`src/rtl/lsr_pkg.sv`:
```
// ----------------------------------------------------------------------------
// LCD status register block package
// Shared command codes, register offsets, the decoded item record and
// a palette shade helper used by the front decoder, the queue and the back end.
// ----------------------------------------------------------------------------
package lsr_pkg;

  // Input stream payload widths
  localparam int unsigned InDataW  = 24;
  localparam int unsigned InUserW  = 2;
  // Result stream payload width (42 bits of fields, padded to whole bytes)
  localparam int unsigned OutDataW = 48;

  // Line timing
  localparam logic [7:0] LinesPerFrame     = 8'd154;
  localparam logic [6:0] LineIrqEnableMask = 7'd64;

  // Reset values
  localparam logic [7:0] ControlReset = 8'h91;
  localparam logic [7:0] BgPalReset   = 8'hFC;
  localparam logic [7:0] ObjPalReset  = 8'hFF;

  // Write masks
  localparam logic [6:0] StatusKeepMask  = 7'b0000111;
  localparam logic [6:0] StatusWriteMask = 7'b1111000;
  localparam logic [7:0] ObjPalWriteMask = 8'b11111100;
  localparam logic [6:0] CoincClearMask  = 7'b1111011;
  localparam logic [6:0] CoincSetMask    = 7'b0000100;
  localparam logic [6:0] ModeClearMask   = 7'b1111100;

  // Object heights
  localparam logic [4:0] ObjHeightTall  = 5'd16;
  localparam logic [4:0] ObjHeightShort = 5'd8;

  // Commands carried in tuser
  typedef enum logic [1:0] {
    OpRead    = 2'd0,
    OpWrite   = 2'd1,
    OpAdvance = 2'd2,
    OpMode    = 2'd3
  } op_e;

  // Register offsets from the block base
  typedef enum logic [3:0] {
    RegControl = 4'd0,
    RegStatus  = 4'd1,
    RegScrollY = 4'd2,
    RegScrollX = 4'd3,
    RegLine    = 4'd4,
    RegCompare = 4'd5,
    RegBgPal   = 4'd7,
    RegObjPal0 = 4'd8,
    RegObjPal1 = 4'd9,
    RegWindowY = 4'd10,
    RegWindowX = 4'd11
  } reg_e;

  // Decoded item passed from the front to the back through the queue
  typedef struct packed {
    op_e        op;
    reg_e       addr;
    logic       bad;
    logic [7:0] wdata;
    logic [1:0] mode;
    logic [1:0] color;
    logic       osel;
  } item_t;

  // Pick the two-bit shade of a palette for a colour index
  function automatic logic [1:0] shade_of(input logic [7:0] pal, input logic [1:0] idx);
    logic [1:0] shade;
    case (idx)
      2'd0:    shade = pal[1:0];
      2'd1:    shade = pal[3:2];
      2'd2:    shade = pal[5:4];
      default: shade = pal[7:6];
    endcase
    return shade;
  endfunction

endpackage

```
`src/rtl/lsr_front.sv`:
```
// ----------------------------------------------------------------------------
// LCD status register block front decoder
// Unpacks an incoming item, checks its register offset and applies the
// object palette write mask to object palette items before the item is queued.
// ----------------------------------------------------------------------------
module lsr_front (
  input  logic [lsr_pkg::InDataW-1:0] tdata_i,
  input  logic [lsr_pkg::InUserW-1:0] tuser_i,
  output lsr_pkg::item_t              item_o
);

  logic [3:0]   offset;
  logic [7:0]   wdata;
  lsr_pkg::op_e op;
  lsr_pkg::reg_e addr;
  logic         known;
  logic [7:0]   wdata_masked;

  // Unpack the payload fields
  assign offset = tdata_i[3:0];
  assign wdata  = tdata_i[11:4];
  assign op     = lsr_pkg::op_e'(tuser_i);

  // Map the offset onto a register and flag holes in the map
  always_comb begin
    addr  = lsr_pkg::RegControl;
    known = 1'b1;
    unique case (offset)
      4'd0:    addr = lsr_pkg::RegControl;
      4'd1:    addr = lsr_pkg::RegStatus;
      4'd2:    addr = lsr_pkg::RegScrollY;
      4'd3:    addr = lsr_pkg::RegScrollX;
      4'd4:    addr = lsr_pkg::RegLine;
      4'd5:    addr = lsr_pkg::RegCompare;
      4'd7:    addr = lsr_pkg::RegBgPal;
      4'd8:    addr = lsr_pkg::RegObjPal0;
      4'd9:    addr = lsr_pkg::RegObjPal1;
      4'd10:   addr = lsr_pkg::RegWindowY;
      4'd11:   addr = lsr_pkg::RegWindowX;
      default: known = 1'b0;
    endcase
  end

  // Drop the low bits of object palette writes up front
  always_comb begin
    wdata_masked = wdata;
    case (addr)
      lsr_pkg::RegObjPal0,
      lsr_pkg::RegObjPal1: wdata_masked = wdata & lsr_pkg::ObjPalWriteMask;
      default:             wdata_masked = wdata;
    endcase
  end

  // Build the decoded item
  always_comb begin
    item_o.op    = op;
    item_o.addr  = addr;
    item_o.bad   = !known && (op == lsr_pkg::OpRead || op == lsr_pkg::OpWrite);
    item_o.wdata = wdata_masked;
    item_o.mode  = tdata_i[13:12];
    item_o.color = tdata_i[15:14];
    item_o.osel  = tdata_i[16];
  end

endmodule

```
`src/rtl/lsr_queue.sv`:
```
// ----------------------------------------------------------------------------
// LCD status register block item queue
// Two-entry queue of decoded items between the front decoder and the
// register back end, so a stalled back end blocks the front only once full.
// ----------------------------------------------------------------------------
module lsr_queue (
  input  logic           clk_i,
  input  logic           rst_ni,
  input  logic           push_valid_i,
  output logic           push_ready_o,
  input  lsr_pkg::item_t push_item_i,
  output logic           pop_valid_o,
  input  logic           pop_ready_i,
  output lsr_pkg::item_t pop_item_o
);

  lsr_pkg::item_t entry_q [2];
  logic           wr_ptr_q, wr_ptr_d;
  logic           rd_ptr_q, rd_ptr_d;
  logic [1:0]     count_q, count_d;
  logic           push, pop;

  assign push_ready_o = (count_q != 2'd2);
  assign pop_valid_o  = (count_q != 2'd0);
  assign push         = push_valid_i && push_ready_o;
  assign pop          = pop_valid_o && pop_ready_i;
  assign pop_item_o   = entry_q[rd_ptr_q];

  // Advance pointers and occupancy
  always_comb begin
    wr_ptr_d = push ? !wr_ptr_q : wr_ptr_q;
    rd_ptr_d = pop ? !rd_ptr_q : rd_ptr_q;
    count_d  = count_q;
    if (push && !pop) begin
      count_d = count_q + 2'd1;
    end else if (pop && !push) begin
      count_d = count_q - 2'd1;
    end
  end

  always_ff @(posedge clk_i or negedge rst_ni) begin
    if (!rst_ni) begin
      wr_ptr_q <= 1'b0;
      rd_ptr_q <= 1'b0;
      count_q  <= 2'd0;
    end else begin
      wr_ptr_q <= wr_ptr_d;
      rd_ptr_q <= rd_ptr_d;
      count_q  <= count_d;
    end
  end

  // Store pushed items
  always_ff @(posedge clk_i) begin
    if (push) begin
      entry_q[wr_ptr_q] <= push_item_i;
    end
  end

endmodule

```
`src/rtl/lsr_back.sv`:
```
// ----------------------------------------------------------------------------
// LCD status register block back end
// Holds the controller registers, carries out one queued item per cycle while
// the result register is free and registers its result for the output stream.
// ----------------------------------------------------------------------------
module lsr_back (
  input  logic                         clk_i,
  input  logic                         rst_ni,
  input  logic                         item_valid_i,
  output logic                         item_ready_o,
  input  lsr_pkg::item_t               item_i,
  output logic                         out_valid_o,
  input  logic                         out_ready_i,
  output logic [lsr_pkg::OutDataW-1:0] out_data_o
);

  logic [7:0] control_q, control_d;
  logic [6:0] status_q, status_d;
  logic [7:0] scroll_y_q, scroll_y_d;
  logic [7:0] scroll_x_q, scroll_x_d;
  logic [7:0] line_q, line_d;
  logic [7:0] compare_q, compare_d;
  logic [7:0] bg_pal_q, bg_pal_d;
  logic [7:0] obj_pal0_q, obj_pal0_d;
  logic [7:0] obj_pal1_q, obj_pal1_d;
  logic [7:0] window_y_q, window_y_d;
  logic [7:0] window_x_q, window_x_d;

  logic                         out_valid_q, out_valid_d;
  logic [lsr_pkg::OutDataW-1:0] out_data_q, out_data_d;

  logic       fire;
  logic [7:0] rd_data;
  logic       irq;
  logic [7:0] line_inc;
  logic       match;
  logic [7:0] obj_pal;
  logic [4:0] obj_height;

  assign item_ready_o = !out_valid_q || out_ready_i;
  assign fire         = item_valid_i && item_ready_o;
  assign line_inc     = line_q + 8'd1;
  assign match        = (line_inc == compare_q);

  // Read mux over the current registers
  always_comb begin
    rd_data = 8'd0;
    if (item_i.op == lsr_pkg::OpRead && !item_i.bad) begin
      unique case (item_i.addr)
        lsr_pkg::RegControl: rd_data = control_q;
        lsr_pkg::RegStatus:  rd_data = {1'b0, status_q};
        lsr_pkg::RegScrollY: rd_data = scroll_y_q;
        lsr_pkg::RegScrollX: rd_data = scroll_x_q;
        lsr_pkg::RegLine:    rd_data = line_q;
        lsr_pkg::RegCompare: rd_data = compare_q;
        lsr_pkg::RegBgPal:   rd_data = bg_pal_q;
        lsr_pkg::RegObjPal0: rd_data = obj_pal0_q;
        lsr_pkg::RegObjPal1: rd_data = obj_pal1_q;
        lsr_pkg::RegWindowY: rd_data = window_y_q;
        lsr_pkg::RegWindowX: rd_data = window_x_q;
        default:             rd_data = 8'd0;
      endcase
    end
  end

  // Apply the item to the register file
  always_comb begin
    control_d  = control_q;
    status_d   = status_q;
    scroll_y_d = scroll_y_q;
    scroll_x_d = scroll_x_q;
    line_d     = line_q;
    compare_d  = compare_q;
    bg_pal_d   = bg_pal_q;
    obj_pal0_d = obj_pal0_q;
    obj_pal1_d = obj_pal1_q;
    window_y_d = window_y_q;
    window_x_d = window_x_q;
    irq        = 1'b0;
    unique case (item_i.op)
      lsr_pkg::OpRead: begin
        irq = 1'b0;
      end
      lsr_pkg::OpWrite: begin
        if (!item_i.bad) begin
          unique case (item_i.addr)
            lsr_pkg::RegControl: control_d  = item_i.wdata;
            lsr_pkg::RegStatus:  status_d   = (status_q & lsr_pkg::StatusKeepMask)
                                            | (item_i.wdata[6:0] & lsr_pkg::StatusWriteMask);
            lsr_pkg::RegScrollY: scroll_y_d = item_i.wdata;
            lsr_pkg::RegScrollX: scroll_x_d = item_i.wdata;
            lsr_pkg::RegLine:    line_d     = line_q;
            lsr_pkg::RegCompare: compare_d  = item_i.wdata;
            lsr_pkg::RegBgPal:   bg_pal_d   = item_i.wdata;
            lsr_pkg::RegObjPal0: obj_pal0_d = item_i.wdata;
            lsr_pkg::RegObjPal1: obj_pal1_d = item_i.wdata;
            lsr_pkg::RegWindowY: window_y_d = item_i.wdata;
            lsr_pkg::RegWindowX: window_x_d = item_i.wdata;
            default:             control_d  = control_q;
          endcase
        end
      end
      lsr_pkg::OpAdvance: begin
        // Compare the incremented line first, wrap at the frame end after
        if (match) begin
          status_d = status_q | lsr_pkg::CoincSetMask;
          irq      = |(status_d & lsr_pkg::LineIrqEnableMask);
        end else begin
          status_d = status_q & lsr_pkg::CoincClearMask;
        end
        line_d = (line_inc >= lsr_pkg::LinesPerFrame) ? 8'd0 : line_inc;
      end
      lsr_pkg::OpMode: begin
        status_d = (status_q & lsr_pkg::ModeClearMask) | {5'd0, item_i.mode};
      end
      default: begin
        irq = 1'b0;
      end
    endcase
  end

  // Build the result from the post-item state
  assign obj_pal    = item_i.osel ? obj_pal1_d : obj_pal0_d;
  assign obj_height = control_d[2] ? lsr_pkg::ObjHeightTall : lsr_pkg::ObjHeightShort;

  always_comb begin
    out_data_d = {6'd0,
                  status_d,
                  obj_height,
                  control_d,
                  lsr_pkg::shade_of(obj_pal, item_i.color),
                  lsr_pkg::shade_of(bg_pal_d, item_i.color),
                  line_d,
                  irq,
                  item_i.bad,
                  rd_data};
    out_valid_d = fire || (out_valid_q && !out_ready_i);
  end

  // Commit registers on an executed item
  always_ff @(posedge clk_i or negedge rst_ni) begin
    if (!rst_ni) begin
      control_q  <= lsr_pkg::ControlReset;
      status_q   <= 7'd0;
      scroll_y_q <= 8'd0;
      scroll_x_q <= 8'd0;
      line_q     <= 8'd0;
      compare_q  <= 8'd0;
      bg_pal_q   <= lsr_pkg::BgPalReset;
      obj_pal0_q <= lsr_pkg::ObjPalReset;
      obj_pal1_q <= lsr_pkg::ObjPalReset;
      window_y_q <= 8'd0;
      window_x_q <= 8'd0;
    end else if (fire) begin
      control_q  <= control_d;
      status_q   <= status_d;
      scroll_y_q <= scroll_y_d;
      scroll_x_q <= scroll_x_d;
      line_q     <= line_d;
      compare_q  <= compare_d;
      bg_pal_q   <= bg_pal_d;
      obj_pal0_q <= obj_pal0_d;
      obj_pal1_q <= obj_pal1_d;
      window_y_q <= window_y_d;
      window_x_q <= window_x_d;
    end
  end

  // Output register valid
  always_ff @(posedge clk_i or negedge rst_ni) begin
    if (!rst_ni) begin
      out_valid_q <= 1'b0;
    end else begin
      out_valid_q <= out_valid_d;
    end
  end

  // Output register payload
  always_ff @(posedge clk_i) begin
    if (fire) begin
      out_data_q <= out_data_d;
    end
  end

  assign out_valid_o = out_valid_q;
  assign out_data_o  = out_data_q;

endmodule

```
`src/rtl/lcd_status_register_block.sv`:
```
// ----------------------------------------------------------------------------
// LCD status register block
// Register file of a handheld console's LCD controller with bus access,
// line counting with compare interrupt and palette shade lookups.
// ----------------------------------------------------------------------------
// Usage:
//   The slave stream carries one command per item: the command code in
//   tuser and its operands in tdata. The master stream returns exactly one
//   result item per command, in order, holding the read data, the address
//   error and line interrupt flags, the line counter, both palette shades,
//   the control word, the object height and the status word.
//   An accepted item is decoded and written into the queue; the register
//   back end executes it once its result register is free and registers
//   the result for the master side. Unless the receiver stalls, the back end
//   executes one item per cycle, so the block sustains one item per clock.
//   A two-entry queue sits between decoder and back end, and a result
//   register sits on the master side. When the receiver stalls, the result
//   holds, the queue fills, and s_axis_tready_o drops once both queue
//   entries are taken; it rises again after a result is accepted.
//   Reset empties the queue and the result register and loads the register
//   reset values (control 0x91, palettes 0xFC/0xFF/0xFF, all others zero).
// ----------------------------------------------------------------------------
module lcd_status_register_block (
  input  logic                         clk_i,
  input  logic                         rst_ni,
  input  logic                         s_axis_tvalid_i,
  output logic                         s_axis_tready_o,
  // tdata: reg_offset[3:0], write_data[11:4], mode_value[13:12],
  //        color_index[15:14], obj_palette_select[16], zero[23:17]
  input  logic [lsr_pkg::InDataW-1:0]  s_axis_tdata_i,
  // tuser: cmd[1:0]
  input  logic [lsr_pkg::InUserW-1:0]  s_axis_tuser_i,
  output logic                         m_axis_tvalid_o,
  input  logic                         m_axis_tready_i,
  // tdata: read_data[7:0], bad_address[8], line_irq[9], current_line[17:10],
  //        bg_shade[19:18], obj_shade[21:20], control_word[29:22],
  //        obj_height[34:30], status_word[41:35], zero[47:42]
  output logic [lsr_pkg::OutDataW-1:0] m_axis_tdata_o
);

  lsr_pkg::item_t dec_item;
  lsr_pkg::item_t q_item;
  logic           q_valid;
  logic           q_ready;

  // Decode incoming items
  lsr_front u_front (
    .tdata_i (s_axis_tdata_i),
    .tuser_i (s_axis_tuser_i),
    .item_o  (dec_item)
  );

  // Buffer decoded items
  lsr_queue u_queue (
    .clk_i        (clk_i),
    .rst_ni       (rst_ni),
    .push_valid_i (s_axis_tvalid_i),
    .push_ready_o (s_axis_tready_o),
    .push_item_i  (dec_item),
    .pop_valid_o  (q_valid),
    .pop_ready_i  (q_ready),
    .pop_item_o   (q_item)
  );

  // Execute items against the register file
  lsr_back u_back (
    .clk_i        (clk_i),
    .rst_ni       (rst_ni),
    .item_valid_i (q_valid),
    .item_ready_o (q_ready),
    .item_i       (q_item),
    .out_valid_o  (m_axis_tvalid_o),
    .out_ready_i  (m_axis_tready_i),
    .out_data_o   (m_axis_tdata_o)
  );

endmodule

```
`config.mk`:
```
export PLATFORM = sky130hd
export DESIGN_NAME = lcd_status_register_block
export DESIGN_NICKNAME = d
export VERILOG_FILES = /design/src/rtl/lsr_pkg.sv /design/src/rtl/lsr_front.sv /design/src/rtl/lsr_queue.sv /design/src/rtl/lsr_back.sv /design/src/rtl/lcd_status_register_block.sv
export SDC_FILE = /design/constraint.sdc
export NUM_CORES = 1
export LEC_CHECK = 0
export BUFFER_PORTS_ARGS = -buffer_cell sky130_fd_sc_hd__buf_2
export CORE_ASPECT_RATIO = 0.7
export CORE_MARGIN = 5
export CORE_UTILIZATION = 30
export CTS_CLUSTER_DIAMETER = 100
export DETAILED_ROUTE_END_ITERATION = 10
export PLACE_DENSITY_LB_ADDON = 0.25
export SLEW_MARGIN = 20
export SYNTH_ARGS = -nofsm -noshare
export SYNTH_HDL_FRONTEND = slang
export SYNTH_SLANG_ARGS = --single-unit
```
`constraint.sdc`:
```
create_clock -name clk_i -period 4.3 [get_ports clk_i]
set_input_delay 0.86 -clock clk_i [delete_from_list [all_inputs] [get_ports clk_i]]
set_output_delay 0.86 -clock clk_i [all_outputs]
set_load 0.1 [all_outputs]
```
==> results of run 1 <==
power by group through the flow:
| stage | logic [W] | clock network [W] | registers (W) |
|---|---|---|---|
| 4_1_cts | 0.00351 | 0.00159 | 0.00292 |
| 6_report | 0.00351 | 0.00156 | 0.00292 |
| 5_1_grt | 0.00376 | 0.00166 | 0.00300 |
| 3_3_place_gp | 0.00349 | 0 | 0.00294 |
| 3_5_place_dp | 0.00350 | 0 | 0.00295 |
| 2_1_floorplan | 0.00172 | 0 | 0.00381 |
layout make-up:
cell class,instances,area (sq um)
repair buffers,83,468
multi-input cells,564,3490
clock buffers,17,425
fillers,2853,18100
flip-flops and latches,170,4680
clock inverters,15,168
inverters,10,37.5
well taps,371,464
flip-flops by register name (all words and copies together), names as in the netlist, 2 cells and up:
name and cells:
u_back.line_q 8, u_back.out_data_o 38, u_back.scroll_x_q 8, u_back.compare_q 8, u_back.control_q 8, u_back.obj_pal0_q 8
u_queue.entry_q 40, u_queue.count_q 2, u_back.window_x_q 8, u_back.obj_pal1_q 8, u_back.window_y_q 8, u_back.bg_pal_q 8
u_back.status_q 7, u_back.scroll_y_q 8
tightest hold or removal path: stages, from the launching register on:
cell and delay [ps]:
dfstp_2 380, nand2_1 50, o21ai_1 50
cells in the final DEF (no fill, tap or decap), types with 15 or more instances in the layout:
cell type    n
a21oi_1     60
buf_2       62
buf_4       21
clkbuf_16   17
dfrtp_1     66
dfstp_2     25
edfxtp_1    78
mux2i_1     20
nand2_1    103
nor2_1      59
o21ai_0     43
xnor2_1     15
cells by family (layout without fill, tap and decap cells):
logic type / Yosys count / count (layout) / share of synthesized area, %
AOI/OAI and AO/OA: 231 / 231 / 18.1
xor gates and xnor gates: 22 / 22 / 2.44
adders and majority gates: 3 / 3 / 0.443
buffers and inverters: 74 / 125 / 4.04
DFF: 170 / 170 / 55.2
muxes: 35 / 35 / 4.34
other: 1 / 9 / 0.0442
and+or+nand+nor: 264 / 264 / 15.4
worst max-delay path by stage:
stage | start | to | slack (ps) | cells after the start
after floorplan | m_axis_tready_i | u_back.line_q[3] | 740 | 7
after global placement | m_axis_tready_i | u_back.control_q[1] | 1260 | 6
after detailed placement | u_queue.rd_ptr_q | u_back.out_data_o[1] | 1240 | 5
after CTS | u_queue.rd_ptr_q | u_back.out_data_o[1] | 1260 | 5
after global routing | u_queue.rd_ptr_q | u_back.window_y_q[3] | 1010 | 6
final | u_queue.rd_ptr_q | u_back.out_data_o[1] | 1240 | 5
metal layers:
metal	part of all wire [%]	wire (um)	global-route usage [%]
met1	51	12300	23.4
met2	42	10100	22.3
met3	6.1	1490	3.62
met4	1.5	362	4.63
met5	0	0	0
per-stage QoR:
step,util (%),cell area [sq um],worst slack [ps]
floorplan,-,8510,740
global placement,32.8,9140,1260
detailed placement,32.8,9140,1240
CTS,35.0,9730,1260
global route,35.0,9730,1010
finish,35.0,9730,1240
==> flow_metrics.env, run 1 <==
export IMPL_ant_nets=0
export IMPL_finalHoldViolCount=0
export IMPL_r2r_slack_ps=1240
export IMPL_finalNetCount=879
export IMPL_drive_gt1_share_pct=21.2
export IMPL_power_density_nw_per_um2=821
export IMPL_critPathArrivalTime_ps=3200
export IMPL_wl_mm=24.2
export IMPL_ys_seq_area_share_pct=55.2
export IMPL_cts_tree="built"
export IMPL_p_clk_share_pct=19.5
export IMPL_drt_iter0_drc=560
export IMPL_cts_setup_buffers=0
export IMPL_fin_crit_sh_pct=71.3
export IMPL_vias_per_cell=5.18
export IMPL_fin_hold_ws_ps=476
export IMPL_power_total_w=0.00799
export IMPL_dieArea_sq_um=31800
export IMPL_place_hpwl_mm=17.2
export IMPL_syn_avg_cell_area_sq_um=10.6
export IMPL_yosysUniqueCellTypes=78
export IMPL_grt_first_pass_wirelength_mm=37.6
export IMPL_dp_cells=1198
export IMPL_portBuffers=63
export IMPL_drcViolationCount=0
export IMPL_maxSlewHeadroom_pct=30.3
export IMPL_crit_path_start_kind="flop"
export IMPL_worstHoldPathType="reg2reg"
export IMPL_final_cells=1230
export IMPL_ys_warn_count=0
export IMPL_seqPwrFrac_pct=36.6
export IMPL_cp_end_kind="flop"
export IMPL_clk_pin_slew_ps=80
export IMPL_cp_top_family="compound AO/OA/AOI/OAI gates"
export IMPL_overflow=0
export IMPL_p_switching_w=0.00381
export IMPL_initial_utilization_pct=30.5
export IMPL_maxSlewViolCount=0
export IMPL_cap_violations=0
export IMPL_area_growth_pct=14.8
export IMPL_place_congestion=0.844
export IMPL_die_h_um=151
export IMPL_path_class="reg2reg"
export IMPL_tightestPinTransition_ps=1050
export IMPL_io_pin_count=80
export IMPL_holdPathEnd="u_back.obj_pal1_q[2]"
export IMPL_max_stage_delay_ps=730
export IMPL_cp_slowest_cell="o22ai_1"
export IMPL_skew_ps=14.1
export IMPL_combPwrFrac_pct=43.9
export IMPL_cp_cell_sequence="buf_4 -> a32o_1 -> nor2_1 -> o22ai_1 -> a31oi_1"
export IMPL_synthArstFlopShare_pct=54.1
export IMPL_p_int_w=0.00418
export IMPL_clockBufferDepth=2
export IMPL_power_leakage_nw=3.78
export IMPL_clock_latency_ps=440
export IMPL_setup_tns_ps=0
export IMPL_grt_max_degree=69
export IMPL_timing_rr_start="u_queue.rd_ptr_q"
export IMPL_synth_area_leaders="edfxtp_1, dfrtp_1, dfstp_2, nand2_1, a21oi_1"
export IMPL_dr_pass1_iters=6
export IMPL_p_sw_share_pct=47.7
export IMPL_synthCells=800
export IMPL_wl_per_cell_um=19.7
export IMPL_min_from="u_back.obj_pal1_q[2]"
export IMPL_crit_fanout=35
export IMPL_cts_buffers=17
export IMPL_clock_sinks=170
export IMPL_crit_required_ps=4440
export IMPL_grt_setup_unrepaired="no"
export IMPL_hold_depth=2
export IMPL_rows=51
export IMPL_synthTopCellsByCount="nand2_1, edfxtp_1, dfrtp_1"
export IMPL_diodes=0
export IMPL_post_route_min_period_ps=3060
export IMPL_cp_num_buf_inv=1
export IMPL_syn_cell_area_sq_um=8480
export IMPL_ctsRootBufferMaster="clkbuf_16"
export IMPL_synth_top_area_share_pct=27.6
export IMPL_synth_edff_count=78
export IMPL_die_x_um=211
export IMPL_vias=6373
export IMPL_grt_pass1_vias=6219
export IMPL_htree_levels=4
export IMPL_ir_drop_v=0.000384
export IMPL_post_cts_resized=0
export IMPL_postCtsHoldBufs=0
export IMPL_grt_use_total_pct=15.6
export IMPL_worstReg2RegEnd="u_back.out_data_o[1]"
export IMPL_yosysMostFrequentCell="nand2_1"
export IMPL_yosysTopAreaCell="edfxtp_1"
export IMPL_antenna_found_initial=0
export IMPL_fmax_ghz=0.326
export IMPL_core_area_sq_um=27800
export IMPL_setup_viol=0
export IMPL_r2r_cells=5
export IMPL_ys_ff_latch=170
export IMPL_ys_flop_type="edfxtp_1"
export IMPL_status="finished clean"
(Power assumes the default switching activity.)
==> run 2: changes to the inputs <==
--- a/config.mk
+++ b/config.mk
@@ -5,6 +5,7 @@
 export SDC_FILE = /design/constraint.sdc
 export NUM_CORES = 1
 export LEC_CHECK = 0
+export ABC_AREA = 1
 export BUFFER_PORTS_ARGS = -buffer_cell sky130_fd_sc_hd__buf_2
 export CORE_ASPECT_RATIO = 0.7
 export CORE_MARGIN = 5
==> constraint.sdc (replaced) <==
create_clock -name clk_i -period 3.1 [get_ports clk_i]
set_input_delay 0.62 -clock clk_i [delete_from_list [all_inputs] [get_ports clk_i]]
set_output_delay 0.62 -clock clk_i [all_outputs]
set_load 0.1 [all_outputs]
==> run 2 against run 1 <==
  * Flip-flop and latch count unchanged
  * First-iteration DRC count increased by 1.1%
  * Area after synthesis decreased by 1.5%
  * Non-clock buffer count decreased by 6
  * Global-route usage decreased by 1.5 points
  * Power increased by 36%
  * Largest power group unchanged
  * Highest routed layer unchanged
==> flow_metrics.env, run 2 <==
export IMPL_status="finished clean"
export IMPL_overflow=0
export IMPL_clk_pin_slew_ps=70
export IMPL_die_h_um=150
export IMPL_cp_slowest_cell="nor2_2"
export IMPL_yosysMostFrequentCell="nand2_1"
export IMPL_synth_fa_ha_area_share_pct=0.450
export IMPL_tightestPinTransition_ps=893
export IMPL_ys_seq_area_share_pct=56.0
export IMPL_vias=6435
export IMPL_drcViolationCount=0
export IMPL_synthCells=935
export IMPL_drive_gt1_share_pct=17.5
export IMPL_ys_ff_latch=170
export IMPL_clock_sinks=170
export IMPL_dr_pass1_iters=7
export IMPL_ant_nets=0
export IMPL_worstHoldPathType="in2async"
export IMPL_setup_viol=0
export IMPL_path_class="reg2reg"
export IMPL_synth_area_leaders="edfxtp_1, dfrtp_1, nand2_1, dfstp_2, nand3_1"
export IMPL_place_hpwl_mm=15.7
export IMPL_io_pin_count=80
export IMPL_ys_warn_count=0
export IMPL_portBuffers=63
export IMPL_wl_per_cell_um=15.7
export IMPL_post_route_min_period_ps=2580
export IMPL_layout_commonest_cell="nand2_1"
export IMPL_fin_crit_sh_pct=83.1
export IMPL_maxSlewViolCount=0
export IMPL_crit_path_start_kind="flop"
export IMPL_pre_cts_ws_ps=627
export IMPL_clockBufferDepth=2
export IMPL_crit_required_ps=3240
export IMPL_grt_max_degree=52
export IMPL_yosysUniqueCellTypes=39
export IMPL_synth_top_area_share_pct=28.1
export IMPL_top_register="u_queue.entry_q"
export IMPL_area_growth_pct=15.2
export IMPL_skew_ps=9.48
export IMPL_ir_drop_v=0.000503
export IMPL_fmax_ghz=0.388
export IMPL_largest_register_ff_count=40
export IMPL_syn_cell_area_sq_um=8350
export IMPL_mostFrequentLayoutCells="nand2_1, inv_1, edfxtp_1, nand3_1, dfrtp_1"
export IMPL_cts_tree="built"
export IMPL_cp_num_buf_inv=1
export IMPL_dieArea_sq_um=31300
export IMPL_fin_hold_ws_ps=192
export IMPL_ys_flop_type="edfxtp_1"
export IMPL_critPathArrivalTime_ps=2720
export IMPL_initial_utilization_pct=30.2
export IMPL_vias_per_cell=4.65
export IMPL_antenna_found_initial=0
export IMPL_yosys_area_share_xor_xnor_pct=0.525
export IMPL_grt_setup_unrepaired="no"
export IMPL_power_leakage_nw=4.22
export IMPL_htree_levels=4
export IMPL_finalNetCount=1034
export IMPL_syn_avg_cell_area_sq_um=8.93
export IMPL_muxShareOfSynthArea_pct=0
export IMPL_ctsRootBufferMaster="clkbuf_16"
export IMPL_drt_iter0_drc=566
export IMPL_crit_fanout=31
export IMPL_clock_latency_ps=440
export IMPL_post_cts_resized=0
export IMPL_finalHoldViolCount=0
export IMPL_grt_first_pass_wirelength_mm=34.2
export IMPL_synthArstFlopShare_pct=54.1
export IMPL_cts_setup_buffers=0
export IMPL_rows=51
export IMPL_yosysTopAreaCell="edfxtp_1"
export IMPL_setup_slack_ps=524
export IMPL_maxSlewHeadroom_pct=40.5
export IMPL_diodes=0
export IMPL_cts_buffers=17
export IMPL_place_congestion=0.828
export IMPL_postLayoutCoreUtil_pct=34.8
export IMPL_synth_top_family_by_area="simple AND/OR/NAND/NOR gates"
export IMPL_cp_cell_sequence="buf_4 -> nand2_1 -> nand2_4 -> nor2_4 -> nand2_2 -> nor2_2 -> nand2_1 -> o211ai_1 -> nand4_1"
export IMPL_postCtsHoldBufs=0
export IMPL_die_x_um=209
export IMPL_wl_mm=21.7
export IMPL_synth_simple_area_share_pct=24.4
export IMPL_power_density_nw_per_um2=1130
export IMPL_cp_end_kind="flop"
export IMPL_synthTopCellsByCount="nand2_1, inv_1, edfxtp_1"
export IMPL_worst_path_most_repeated_cell="nand2_1"
export IMPL_grt_pass1_vias=5925
export IMPL_grt_use_total_pct=14.1
export IMPL_synth_edff_count=78
export IMPL_cp_top_family="simple AND/OR/NAND/NOR gates"
export IMPL_max_stage_delay_ps=530
export IMPL_core_area_sq_um=27600
export IMPL_cap_violations=0
export IMPL_synth_compound_area_share_pct=11.1
export IMPL_setup_tns_ps=0
## run 2: cell count changes after synthesis, moves of 16 or more
cell and delta:
nand2_1 +171, a21oi_1 -52, o21ai_1 +44, clkbuf_1 -35, nand3_1 +56, o21ai_0 +16, inv_1 +76, mux2i_1 -21
## run 2: kinds of logic after synthesis
kind of cell / after synthesis
buffers and inverters: 130
adder cells (fa/ha/maj): 3
AO/OA/AOI/OAI: 166
AND/OR/NAND/NOR: 460
flip-flops: 170
XOR/XNOR: 5
other: 1
## run 2: worst paths after layout
path                                    startpoint                      to  slack, ps  depth (start not counted)
worst min-delay path                        rst_ni        u_queue.wr_ptr_q        190                          1
worst max register to register    u_queue.rd_ptr_q   u_back.out_data_o[18]        520                          9
worst min register to register  u_back.bg_pal_q[6]      u_back.bg_pal_q[6]        470                          2
worst max-delay path              u_queue.rd_ptr_q   u_back.out_data_o[18]        520                          9
max in group asynchronous                   rst_ni     u_back.control_q[0]       2130                          2
min in group clk_i              s_axis_tdata_i[11]  u_queue.entry_q[1][12]        370                          1
## run 2: stage by stage
step	instance area [sq um]	total power [W]	instances
after floorplan	8380	0.00761	943
after global placement	9020	0.00874	1353
after detailed placement	9020	0.00877	1353
after CTS	9610	0.0110	1385
after global routing	9610	0.0115	1385
final	9610	0.0109	1385
## run 2: layout make-up
type                            count  area [sq um]
Multi-Input combinational cell    643          3090
Clock buffer                       22           464
Tap cell                          371           464
Clock inverter                     10           125
Fill cell                        2847         18000
Inverter                           92           347
Sequential cell                   170          4680
Timing Repair Buffer               77           448
## run 2: metal layers
layer	part of all wire, %	routed length [um]	track usage [%]	vias to the layer above
li1	-	-	-	3219
met1	53	11500	22.1	3035
met2	41	8890	20.0	166
met3	5.3	1150	2.87	15
met4	0.78	169	2.93	0
met5	0	0	0	-
## run 2: where the power goes
group / leakage, nW / internal, W / switching (W)
clock network: 0.289 / 0.00130 / 0.000883
registers: 1.92 / 0.00330 / 0.000368
logic: 2.01 / 0.000977 / 0.00407
